[src/rtl/agkf_pkg.sv]
// Types, constants and saturating helpers for the angle / gyro-bias Kalman filter.
package agkf_pkg;

   typedef struct packed {
      logic signed [31:0] accel_angle;
      logic signed [31:0] gyro_rate;
   } req_payload_type;

   typedef struct packed {
      logic signed [31:0] filtered_angle;
      logic signed [31:0] corrected_rate;
   } rsp_payload_type;

   localparam logic [1:0] CSR_Q_ANGLE = 2'd0;
   localparam logic [1:0] CSR_Q_BIAS  = 2'd1;
   localparam logic [1:0] CSR_R       = 2'd2;
   localparam logic [1:0] CSR_DT      = 2'd3;
   localparam int CSR_IDX_W = 8;
   localparam int MUL_DIG   = 4;

   typedef enum logic [3:0] {
      ST_IDLE,
      ST_MUL_LOAD,
      ST_MUL_RUN,
      ST_MUL_DONE,
      ST_DIV_LOAD,
      ST_DIV_RUN,
      ST_DIV_DONE,
      ST_STEP,
      ST_OUT
   } state_type;

   function automatic logic signed [31:0] sat32(input logic signed [65:0] v);
      logic signed [31:0] r;
      if (v > 66'sd2147483647) r = 32'sh7fffffff;
      else if (v < -66'sd2147483648) r = 32'sh80000000;
      else r = v[31:0];
      return r;
   endfunction

   function automatic logic signed [31:0] qadd(input logic signed [31:0] a,
                                               input logic signed [31:0] b);
      logic signed [65:0] s;
      s = 66'(a) + 66'(b);
      return sat32(s);
   endfunction

   function automatic logic signed [31:0] qsub(input logic signed [31:0] a,
                                               input logic signed [31:0] b);
      logic signed [65:0] s;
      s = 66'(a) - 66'(b);
      return sat32(s);
   endfunction

endpackage

[src/rtl/agkf_mul.sv]
// Digit-serial signed 32x32 multiplier with round-half-up shift and saturation.
module agkf_mul import agkf_pkg::*; #(
   parameter int FRAC_BITS = 20
) (
   input  logic               clock,
   input  logic               reset,
   input  logic               start,
   input  logic signed [31:0] op_a,
   input  logic signed [31:0] op_b,
   output logic               busy,
   output logic signed [31:0] result
);
   localparam int STEPS = 32 / MUL_DIG;
   localparam int CW = $clog2(STEPS + 1);

   logic signed [65:0] acc_ff, acc_in;
   logic [31:0] mplr_ff, mplr_in;
   logic signed [31:0] mcand_ff, mcand_in;
   logic [CW-1:0] cnt_ff, cnt_in;
   logic signed [65:0] pp, rnd, fin;

   always_comb begin
      acc_in   = acc_ff;
      mplr_in  = mplr_ff;
      mcand_in = mcand_ff;
      cnt_in   = cnt_ff;
      pp = 66'(mcand_ff) * $signed({1'b0, mplr_ff[MUL_DIG-1:0]});
      if (start) begin
         acc_in   = '0;
         mplr_in  = op_b;
         mcand_in = op_a;
         cnt_in   = CW'(STEPS);
      end else if (cnt_ff != '0) begin
         // top digit of a signed multiplier has negative weight
         if (cnt_ff == CW'(1))
            pp = 66'(mcand_ff) * $signed(mplr_ff[MUL_DIG-1:0]);
         acc_in  = (acc_ff >>> MUL_DIG) + (pp <<< (32 - MUL_DIG));
         mplr_in = mplr_ff >> MUL_DIG;
         cnt_in  = cnt_ff - CW'(1);
      end
   end

   always_ff @(posedge clock) begin
      if (reset) cnt_ff <= '0;
      else cnt_ff <= cnt_in;
      acc_ff   <= acc_in;
      mplr_ff  <= mplr_in;
      mcand_ff <= mcand_in;
   end

   assign rnd = acc_ff + (66'sd1 <<< (FRAC_BITS - 1));
   assign fin = rnd >>> FRAC_BITS;
   assign result = sat32(fin);
   assign busy = (cnt_ff != '0);
endmodule

[src/rtl/agkf_div.sv]
// Bit-serial restoring divider for the Kalman gain, truncating toward zero.
module agkf_div import agkf_pkg::*; #(
   parameter int FRAC_BITS = 20
) (
   input  logic               clock,
   input  logic               reset,
   input  logic               start,
   input  logic signed [31:0] num,
   input  logic signed [31:0] den,
   output logic               busy,
   output logic signed [31:0] result
);
   localparam int NW = 32 + FRAC_BITS;
   localparam int CW = $clog2(NW + 1);

   logic [NW-1:0] quo_ff, quo_in;
   logic [32:0] rem_ff, rem_in;
   logic [31:0] dv_ff, dv_in;
   logic neg_ff, neg_in;
   logic [CW-1:0] cnt_ff, cnt_in;
   logic [32:0] trial;
   logic [NW:0] q_s;

   always_comb begin
      quo_in = quo_ff;
      rem_in = rem_ff;
      dv_in  = dv_ff;
      neg_in = neg_ff;
      cnt_in = cnt_ff;
      trial  = {rem_ff[31:0], quo_ff[NW-1]};
      if (start) begin
         neg_in = num[31];
         quo_in = {(num[31] ? 32'(-num) : 32'(num)), {FRAC_BITS{1'b0}}};
         rem_in = '0;
         dv_in  = den;
         cnt_in = CW'(NW);
      end else if (cnt_ff != '0) begin
         if (trial >= {1'b0, dv_ff}) begin
            rem_in = trial - {1'b0, dv_ff};
            quo_in = {quo_ff[NW-2:0], 1'b1};
         end else begin
            rem_in = trial;
            quo_in = {quo_ff[NW-2:0], 1'b0};
         end
         cnt_in = cnt_ff - CW'(1);
      end
   end

   always_ff @(posedge clock) begin
      if (reset) cnt_ff <= '0;
      else cnt_ff <= cnt_in;
      quo_ff <= quo_in;
      rem_ff <= rem_in;
      dv_ff  <= dv_in;
      neg_ff <= neg_in;
   end

   always_comb begin
      q_s = neg_ff ? -{1'b0, quo_ff} : {1'b0, quo_ff};
      result = sat32(66'($signed(q_s)));
   end
   assign busy = (cnt_ff != '0);
endmodule

[src/rtl/angle_gyro_kalman_filter_top.sv]
// Top level of the two-state angle / gyro-bias Kalman filter.
// One request at a time: after acceptance the response is computed from eleven products
// through a 4-bit-per-cycle serial multiplier and two 52-step bit-serial divisions
// for the gains, then passes the ST_STEP and ST_OUT states; when the innovation
// variance is not positive the divisions are skipped. The response is held in an
// output register; the next request may be accepted while it waits, and its own
// response waits until it is taken. Configuration writes complete at once.
module angle_gyro_kalman_filter_top import agkf_pkg::*; #(
   parameter int FRAC_BITS = 20
) (
   input  logic                 clock,
   input  logic                 reset,
   input  logic                 req_valid,
   output logic                 req_ready,
   input  req_payload_type      req_payload,
   output logic                 rsp_valid,
   input  logic                 rsp_ready,
   output rsp_payload_type      rsp_payload,
   input  logic                 csr_valid,
   output logic                 csr_ready,
   input  logic [CSR_IDX_W-1:0] csr_index,
   input  logic [31:0]          csr_data
);
   localparam logic signed [31:0] ONE = 32'sd1 <<< FRAC_BITS;

   logic [20:0] qa_ff, qb_ff, dt_ff;
   logic [24:0] r_ff;
   logic signed [31:0] ang_ff, ang_in, bias_ff, bias_in;
   logic signed [31:0] p00_ff, p00_in, p01_ff, p01_in, p10_ff, p10_in, p11_ff, p11_in;
   logic signed [31:0] meas_ff, meas_in, rate_ff, rate_in;
   logic signed [31:0] k0_ff, k0_in, k1_ff, k1_in, err_ff, err_in;
   logic signed [31:0] pc0_ff, pc0_in, t1_ff, t1_in, e_ff, e_in;
   logic [3:0] step_ff, step_in;
   state_type state_ff, state_in;
   rsp_payload_type out_ff, out_in;
   logic rsp_valid_ff, rsp_valid_in;

   logic mul_start, mul_busy, div_start, div_busy;
   logic signed [31:0] ma, mb, mres, dn, dres;

   agkf_mul #(.FRAC_BITS(FRAC_BITS)) u_mul (
      .clock(clock), .reset(reset), .start(mul_start),
      .op_a(ma), .op_b(mb), .busy(mul_busy), .result(mres));

   agkf_div #(.FRAC_BITS(FRAC_BITS)) u_div (
      .clock(clock), .reset(reset), .start(div_start),
      .num(dn), .den(e_ff), .busy(div_busy), .result(dres));

   assign csr_ready = 1'b1;
   always_ff @(posedge clock) begin
      if (reset) begin
         qa_ff <= 21'd1049;
         qb_ff <= 21'd3146;
         r_ff  <= 25'd524288;
         dt_ff <= 21'd5243;
      end else if (csr_valid) begin
         case (csr_index)
            CSR_IDX_W'(CSR_Q_ANGLE): qa_ff <= csr_data[20:0];
            CSR_IDX_W'(CSR_Q_BIAS):  qb_ff <= csr_data[20:0];
            CSR_IDX_W'(CSR_R):       r_ff  <= csr_data[24:0];
            CSR_IDX_W'(CSR_DT):      dt_ff <= csr_data[20:0];
            default: ;
         endcase
      end
   end

   // multiplier operands for each product step
   always_comb begin
      ma = '0;
      mb = $signed({11'd0, dt_ff});
      case (step_ff)
         4'd0: ma = qsub(rate_ff, bias_ff);
         4'd1: ma = qsub(qsub($signed({11'd0, qa_ff}), p01_ff), p10_ff);
         4'd2: ma = qsub(32'sd0, p11_ff);
         4'd3: ma = qsub(32'sd0, p11_ff);
         4'd4: ma = $signed({11'd0, qb_ff});
         4'd5: begin ma = k0_ff; mb = pc0_ff; end
         4'd6: begin ma = k0_ff; mb = t1_ff; end
         4'd7: begin ma = k1_ff; mb = pc0_ff; end
         4'd8: begin ma = k1_ff; mb = t1_ff; end
         4'd9: begin ma = k0_ff; mb = err_ff; end
         4'd10: begin ma = k1_ff; mb = err_ff; end
         default: ;
      endcase
   end
   assign dn = (state_ff == ST_DIV_DONE) ? p10_ff : pc0_ff;

   always_comb begin
      state_in = state_ff;
      step_in = step_ff;
      ang_in = ang_ff; bias_in = bias_ff;
      p00_in = p00_ff; p01_in = p01_ff; p10_in = p10_ff; p11_in = p11_ff;
      meas_in = meas_ff; rate_in = rate_ff;
      k0_in = k0_ff; k1_in = k1_ff; err_in = err_ff;
      pc0_in = pc0_ff; t1_in = t1_ff; e_in = e_ff;
      out_in = out_ff;
      rsp_valid_in = rsp_valid_ff;
      mul_start = 1'b0;
      div_start = 1'b0;
      req_ready = 1'b0;
      if (rsp_valid_ff && rsp_ready) rsp_valid_in = 1'b0;
      case (state_ff)
         ST_IDLE: begin
            req_ready = 1'b1;
            if (req_valid) begin
               meas_in = req_payload.accel_angle;
               rate_in = req_payload.gyro_rate;
               step_in = '0;
               state_in = ST_MUL_LOAD;
            end
         end
         ST_MUL_LOAD: begin
            mul_start = 1'b1;
            state_in = ST_MUL_RUN;
         end
         ST_MUL_RUN: if (!mul_busy) state_in = ST_MUL_DONE;
         ST_MUL_DONE: begin
            state_in = ST_MUL_LOAD;
            step_in = step_ff + 4'd1;
            case (step_ff)
               4'd0: ang_in = qadd(ang_ff, mres);
               4'd1: p00_in = qadd(p00_ff, mres);
               4'd2: p01_in = qadd(p01_ff, mres);
               4'd3: p10_in = qadd(p10_ff, mres);
               4'd4: begin
                  p11_in = qadd(p11_ff, mres);
                  err_in = qsub(meas_ff, ang_ff);
                  pc0_in = p00_ff;
                  t1_in = p01_ff;
                  e_in = qadd($signed({7'd0, r_ff}), p00_ff);
                  step_in = '0;
                  state_in = ST_DIV_LOAD;
               end
               4'd5: p00_in = qsub(p00_ff, mres);
               4'd6: p01_in = qsub(p01_ff, mres);
               4'd7: p10_in = qsub(p10_ff, mres);
               4'd8: p11_in = qsub(p11_ff, mres);
               4'd9: ang_in = qadd(ang_ff, mres);
               default: begin
                  bias_in = qadd(bias_ff, mres);
                  state_in = ST_STEP;
               end
            endcase
         end
         ST_DIV_LOAD: begin
            if (e_ff[31] || e_ff == '0) begin
               k0_in = '0;
               k1_in = '0;
               step_in = 4'd5;
               state_in = ST_MUL_LOAD;
            end else begin
               div_start = 1'b1;
               state_in = ST_DIV_RUN;
            end
         end
         ST_DIV_RUN: if (!div_busy) state_in = ST_DIV_DONE;
         ST_DIV_DONE: begin
            if (step_ff == 4'd0) begin
               k0_in = dres;
               step_in = 4'd1;
               div_start = 1'b1;
               state_in = ST_DIV_RUN;
            end else begin
               k1_in = dres;
               step_in = 4'd5;
               state_in = ST_MUL_LOAD;
            end
         end
         ST_STEP: begin
            state_in = ST_OUT;
         end
         ST_OUT: begin
            if (!rsp_valid_ff) begin
               out_in.filtered_angle = ang_ff;
               out_in.corrected_rate = qsub(rate_ff, bias_ff);
               rsp_valid_in = 1'b1;
               state_in = ST_IDLE;
            end
         end
         default: state_in = ST_IDLE;
      endcase
   end

   always_ff @(posedge clock) begin
      if (reset) begin
         state_ff <= ST_IDLE;
         rsp_valid_ff <= 1'b0;
         step_ff <= '0;
         ang_ff <= '0;
         bias_ff <= '0;
         p00_ff <= ONE;
         p01_ff <= '0;
         p10_ff <= '0;
         p11_ff <= ONE;
      end else begin
         state_ff <= state_in;
         rsp_valid_ff <= rsp_valid_in;
         step_ff <= step_in;
         ang_ff <= ang_in;
         bias_ff <= bias_in;
         p00_ff <= p00_in;
         p01_ff <= p01_in;
         p10_ff <= p10_in;
         p11_ff <= p11_in;
      end
      meas_ff <= meas_in;
      rate_ff <= rate_in;
      k0_ff <= k0_in;
      k1_ff <= k1_in;
      err_ff <= err_in;
      pc0_ff <= pc0_in;
      t1_ff <= t1_in;
      e_ff <= e_in;
      out_ff <= out_in;
   end

   assign rsp_valid = rsp_valid_ff;
   assign rsp_payload = out_ff;

   a_no_accept_busy: assert property (@(posedge clock) disable iff (reset)
      (state_ff != ST_IDLE) |-> !req_ready) else $error("request accepted while busy");
   a_rsp_hold: assert property (@(posedge clock) disable iff (reset)
      (rsp_valid && !rsp_ready) |=> (rsp_valid && $stable(rsp_payload)))
      else $error("response dropped");
   a_units_excl: assert property (@(posedge clock) disable iff (reset)
      !(mul_busy && div_busy)) else $error("units overlap");
endmodule

[config.mk]
export PLATFORM = sky130hd
export DESIGN_NAME = angle_gyro_kalman_filter_top
export DESIGN_NICKNAME = d
export VERILOG_FILES = /design/src/rtl/agkf_pkg.sv /design/src/rtl/agkf_mul.sv /design/src/rtl/agkf_div.sv /design/src/rtl/angle_gyro_kalman_filter_top.sv
export SDC_FILE = /design/constraint.sdc
export NUM_CORES = 2
export LEC_CHECK = 0
export BUFFER_PORTS_ARGS = -buffer_cell sky130_fd_sc_hd__buf_4
export CAP_MARGIN = 20
export CORE_AREA = 4 4 353 355
export CTS_BUF_LIST = sky130_fd_sc_hd__clkbuf_4 sky130_fd_sc_hd__clkbuf_8
export DETAILED_ROUTE_END_ITERATION = 10
export DIE_AREA = 0 0 357 359
export PLACE_DENSITY = 0.79
export SYNTH_ARGS = -nofsm -noshare
export SYNTH_HDL_FRONTEND = slang
export SYNTH_SLANG_ARGS = --single-unit
export TNS_END_PERCENT = 10
[constraint.sdc]
create_clock -name clock -period 7.8 [get_ports clock]
set_input_delay 0.39 -clock clock [delete_from_list [all_inputs] [get_ports clock]]
set_output_delay 0.39 -clock clock [all_outputs]
set_load 0.01 [all_outputs]
Word level (Yosys, flattened, before mapping)

Cells that the tools add are included.

$add $sub $neg: 24
Multiply operators: 2
Divide/modulo/power cells: 0
$lt $le $gt $ge: 37
Eq/ne operators: 29
Shifts and indexed selects: 0
Muxes and demuxes: 83
Bitwise logic cells: 2
Reductions and logical operators: 44

Operators by type and width:

| cell                   | count |
|---|---|
| $mux 32                | 43 |
| $gt 33x32->1 const B   | 16 |
| $lt 33x32->1 const B   | 16 |
| $pmux 32 s2            | 6 |
| $sub 32x32->33         | 7 |
| $add 32x32->33         | 6 |
| $pmux 32 s6            | 1 |
| $mux 38                | 3 |
| $mux 52                | 2 |
| $pmux 32 s3            | 1 |
| $add 62x66->66         | 1 |
| $add 66x21->66 const B | 1 |
| $gt 53x32->1 const B   | 1 |
| $lt 53x32->1 const B   | 1 |
| $mux 53                | 1 |
| $neg 52->53            | 1 |
| $gt 46x32->1 const B   | 1 |
| $lt 46x32->1 const B   | 1 |
| $mul 32x5->37          | 1 |
| $mul 32x4->36          | 1 |
| $mux 4                 | 9 |
| $pmux 4 s9             | 1 |
| $add 26x32->33         | 1 |
| $ge 33x32->1           | 1 |
| other kinds (37)       | 98 |

Bits in registers: 866
Bits in latches: 0
Bits in writable memories: 0
Memory bits (read-only): 0
Bits of input ports: 109
Output and inout bits: 67
Word-level logic and storage cells: 256
Memories kept: 0

Longest topological paths before layout

Depth in word-level cells: 10
Depth in mapped cells: 33
Depth with buffers taken out: 32

Hierarchy

From an unflattened synthesis, not the netlist that was laid out.

Cells, all modules: 9148
Area total of the unflattened synthesis: 75990.4 µm²

By module, submodules not included:

| module                       | times used | cells each | area each (µm²) | seq. area each (µm²) |
|---|---|---|---|---|
| angle_gyro_kalman_filter_top | 1          | 6233       | 51095.3         | 15394.8 |
| agkf_mul                     | 1          | 1840       | 15917.8         | 2942.8 |
| agkf_div                     | 1          | 1075       | 8977.4          | 3113.0 |

Least setup slack after synthesis

No wires, ideal clock.

Path kind: register to register
Start point: register u_mul.mplr_ff[3]
End point: register u_mul.acc_ff[64]
Setup time: 0.193 ns
Arrival: 7.050 ns
Data required time: 7.607 ns
Slack: 0.557 ns
Stages on the path, launching flop included: 34
Buffers on the path: 1
Clock period less this slack: 7.243 ns
Path through: edfxtp_1 -> inv_1 -> buf_1 -> nor2_1 -> fa_1 -> inv_1 -> fa_1 -> fa_1 -> inv_1 -> ha_1 -> fa_1 -> a211oi_1 -> o21ai_0 -> a31oi_1 -> o21ai_0 -> nand3_1 -> nand2_1 -> a21o_1 -> a21oi_1 -> xor2_1 -> o21ai_0 -> ha_1 -> and3_1 -> nand4_1 -> a21oi_1 -> a2111oi_0 -> a211oi_1 -> a21oi_1 -> o21ai_0 -> a221oi_1 -> a21oi_1 -> a21o_1 -> mux2i_1 -> a21oi_1

Longest elaborated chain between the ends: 5
Elaborated cells between the ends (all ways): 6
Classes of those cells: add/sub (1); mul (2); mux (3)

RTL lines:

| what                                                  | line                           | text |
|---|---|---|
| start: declaration                                    | agkf_mul.sv:17                 | `logic [31:0] mplr_ff, mplr_in;` |
| start signal: assignment                              | agkf_mul.sv:47                 | `mplr_ff <= mplr_in;` |
| $mul 32x5->37 / $mul 32x4->36 (equally long branches) | agkf_mul.sv:27, agkf_mul.sv:36 |  |
| $mux 38 (*)                                           | agkf_mul.sv:35                 | `if (cnt_ff == CW'(1))` |
| $mux 38 (*)                                           | agkf_mul.sv:33                 | `end else if (cnt_ff != '0) begin` |
| $mux 38 (*)                                           | agkf_mul.sv:28                 | `if (start) begin` |
| $add 62x66->66 (*)                                    | agkf_mul.sv:37                 | `acc_in = (acc_ff >>> MUL_DIG) + (pp <<< (32 - MUL_DIG));` |
| end signal: assignment                                | agkf_mul.sv:46                 | `acc_ff <= acc_in;` |
| end: declaration                                      | agkf_mul.sv:16                 | `logic signed [65:0] acc_ff, acc_in;` |

Mark *: on every way between the ends. The rest lies on a longest branch, timed or not. The select of a mux whose other input is x is not followed.
A chain may end at the register's enable or synchronous reset.

Final worst setup path

Start point: register u_mul.acc_ff[23]
End point: register p01_ff[2]

Longest elaborated chain between the ends: 9
Elaborated cells between the ends (all ways): 16
Classes of those cells: add/sub (3); order compare (6); mux (7)

RTL lines:

| what                                                    | line                                | text |
|---|---|---|
| $add 66x21->66 (*)                                      | agkf_mul.sv:51                      | `assign rnd = acc_ff + (66'sd1 <<< (FRAC_BITS - 1));` |
| $lt 46x32->1                                            | agkf_pkg.sv:36                      | `else if (v < -66'sd2147483648) r = 32'sh80000000;` |
| $mux 32                                                 | agkf_pkg.sv:36                      |  |
| $mux 32 (*)                                             | agkf_pkg.sv:35                      | `if (v > 66'sd2147483647) r = 32'sh7fffffff;` |
| $sub 32x32->33 / $add 32x32->33 (equally long branches) | agkf_pkg.sv:51, agkf_pkg.sv:44      |  |
| $lt 33x32->1                                            | agkf_pkg.sv:36                      |  |
| $mux 32                                                 | agkf_pkg.sv:36                      |  |
| $mux 32                                                 | agkf_pkg.sv:35                      |  |
| $pmux 32 s2 (*)                                         | angle_gyro_kalman_filter_top.sv:120 | `case (step_ff)` |
| end signal: assignment                                  | angle_gyro_kalman_filter_top.sv:202 | `p01_ff <= p01_in;` |
| end: declaration                                        | angle_gyro_kalman_filter_top.sv:29  | `logic signed [31:0] p00_ff, p00_in, p01_ff, p01_in, p10_ff, p10_in, p11_ff, p11_in;` |

Mark *: on every way between the ends. The rest lies on a longest branch, timed or not.

==> qor.yml <==
synth_seq_cells: 847
core_region_area_sq_um: 121000
syn_to_final_growth_pct: 11.7
portBuffers: 167
cap_violations: 0
powerDensity_nw_per_um2: 450
htree_levels: 4
synth_top_area_share_pct: 18.6
clock-sinks: 847
cp.arrival_ns: 8.34
syn_area_per_cell_sq_um: 8.38
drive_above_1_share_pct: 9.40
insertion_delay_ns: 0.92
startpoint_type: "flip-flop"
globalRouteTotalUtil_pct: 41.1
syn_nets: 9613
p_seq_share_pct: 16.9
yosysUniqueCellTypes: 98
switchingPower_mw: 18.1
via_per_inst: 6.57
rsz0062_at_grt: "yes"
setup_viol: 0
largest_reg_flops: 64
ys_warn_count: 0
fin_skew_ns: 0.0572
io_pins: 176
crit_required_ns: 8.58
cts_buffer_depth: 3
path_clk_slew_ns: 0.07
num-nets-final: 9832
clock.fmax_mhz: 132
drc: 0
swShare_pct: 49.7
initial_utilization_pct: 59.8
irDropWorstVdd_v: 0.000568
final_util_pct: 66.8
p_leak_nw: 34.2
tightest_slew_ns: 1.24
syn_inst: 8673
dpl_cell_area_sq_um: 76500
fin_crit_ns: 7.56
numCtsBuffers: 155
yosysSeqAreaShare_pct: 29.5
die_area_sq_um: 128000
max_stage_delay_ns: 0.49
timing.critical_path.mode_cell: "nand2_1"
wl_per_cell_um: 25.6
gp_congestion: 1.03
setup_ws_ns: 0.239
die_x_um: 357
endpoint_kind: "flip-flop"
synth_area_leader_cell: "edfxtp_1"
synthTopCellsByArea: "edfxtp_1 (19%), ha_1 (12%), dfxtp_1 (11%), a21oi_1 (5.4%), xnor2_1 (5.2%)"
drt_iter0_markers: 9498
finalHoldViolations: 0
p_int_mw: 18.3
synthArstFlopShare_pct: 0
vias: 70000
die_y_um: 359
grt_max_degree: 85
cts_tree: "built"
grt_antenna_before_repair: 26
grt_pass1_vias: 64200
dp_hpwl_mm: 208
total_power_mw: 36.5
crit_slowest_cell: "dfxtp_1"
critPathMaxFanout: 61
power_frac_clock_pct: 13.1
overflow: 0
grt_pass1_wl_mm: 402
slew_headroom_pct: 17.0
finalInstanceArea_sq_um: 81100
crit_type: "reg2reg"
ant_nets: 0
synth-edff-count: 449
outcome: "finished clean"
synth_flop_cell: "edfxtp_1"
wl_mm: 273
synth_area_sq_um: 72600
cts-root-buf: "clkbuf_8"
drtPass1Iterations: 11
finalCritPeriodShare_pct: 96.9
hp-class: "in2reg"
drv_slew: 0
p_comb_share_pct: 70.1
place_ws_ns: 0.172
row_count: 128
==> cell usage after synthesis (85+ instances only) <==
cell,count
xor2_1,219
o21bai_1,85
nor2_1,626
and2_1,126
o21ai_0,744
o21a_1,103
nor3_1,141
a21o_1,231
nand2_1,838
inv_1,557
fa_1,147
ha_1,684
a21oi_1,781
edfxtp_1,449
a32o_1,108
nand3_1,207
clkbuf_1,418
a31oi_1,122
nand2b_1,93
dfxtp_1,398
xnor2_1,431
==> cells by family after synthesis <==
group,after synthesis,share of synthesized area [%]
and+or+nand+nor,2472,16.0
xor gates and xnor gates,650,7.84
buffers and inverters,1013,5.29
DFF,847,29.5
other,1,0.00516
AOI/OAI and AO/OA,2805,24.7
muxes,44,0.649
adders and majority gates,841,16.0
==> metal layers <==
| metal | GRT usage (%) | part of all wire, % | vias up | wire length, um |
|---|---|---|---|---|
| li1 | - | - | 31800 | - |
| met1 | 58.9 | 42 | 33300 | 113000 |
| met2 | 57.3 | 40 | 4167 | 110000 |
| met3 | 10.8 | 13 | 714 | 34700 |
| met4 | 19.3 | 5.5 | 10 | 15100 |
| met5 | 0 | 0.022 | - | 61 |
==> cell type report <==
class / count / area, sq um
Antenna cell: 13 / 32.5
Clock buffer: 232 / 2830
Clock inverter: 53 / 561
Fill cell: 10100 / 40300
Inverter: 560 / 2100
Multi-Input combinational cell: 6813 / 47600
Sequential cell: 847 / 21500
Tap cell: 1625 / 2030
Timing Repair Buffer: 515 / 4470
==> stage by stage <==
step           setup TNS [ns]  hold WS (ns)  instances
2_1_floorplan               0         0.427       8673
3_3_place_gp                0         0.431      10200
3_5_place_dp                0         0.436      10300
4_1_cts                     0        0.0170      10600
5_1_grt                -0.145        0.0909      10600
6_report                    0         0.103      10700
==> cell usage in the layout, fill, tap and decap left out, drive strengths merged, types with 147 or more instances in the layout <==
master,count
o21ai,775
xnor2,431
edfxtp,449
xor2,219
inv,572
buf,414
nor2,626
fa,147
a21o,231
ha,684
dfxtp,398
clkbuf,232
nand2,838
nand3,207
a21oi,782
==> final timing paths <==
check / to / slack (ns) / start / cells after the start
setup reg to reg: p01_ff[2]$_SDFFE_PP0P_ / 0.24 / u_mul.acc_ff[23]$_SDFFE_PP0N_ / 31
hold / removal: p11_ff[26]$_SDFFE_PP0P_ / 0.10 / reset / 2
setup / recovery: p01_ff[2]$_SDFFE_PP0P_ / 0.24 / u_mul.acc_ff[23]$_SDFFE_PP0N_ / 31
hold reg to reg: u_div.dv_ff[12]$_DFFE_PP_ / 0.45 / e_ff[12]$_SDFFCE_PN1P_ / 0
==> worst max-delay path: cells and delay by family (launching register included) <==
family | cells | cell delay, ns
xor gates and xnor gates | 1 | 0.15
buffers and inverters | 5 | 1.09
DFF | 1 | 0.49
and+or+nand+nor | 13 | 2.27
AOI/OAI and AO/OA | 10 | 2.64
adders and majority gates | 2 | 0.70
==> power by group through the flow <==
stage | registers [mW] | logic [mW] | clock network (mW)
final | 6.16 | 25.6 | 4.77
after CTS | 6.12 | 24.7 | 4.78
after detailed placement | 6.20 | 24.5 | 0
after floorplan | 5.88 | 18.4 | 0
after global routing | 6.20 | 28.1 | 5.01
after global placement | 6.19 | 24.0 | 0
==> repair_timing <==
action / CTS / global route
setup endpoints to repair: 0 / 218
setup buffers: 0 / 2
resized for setup: 0 / 25
hold endpoints to repair: 154 / 0
hold buffers: 101 / 0
(Power assumes the default switching activity.)
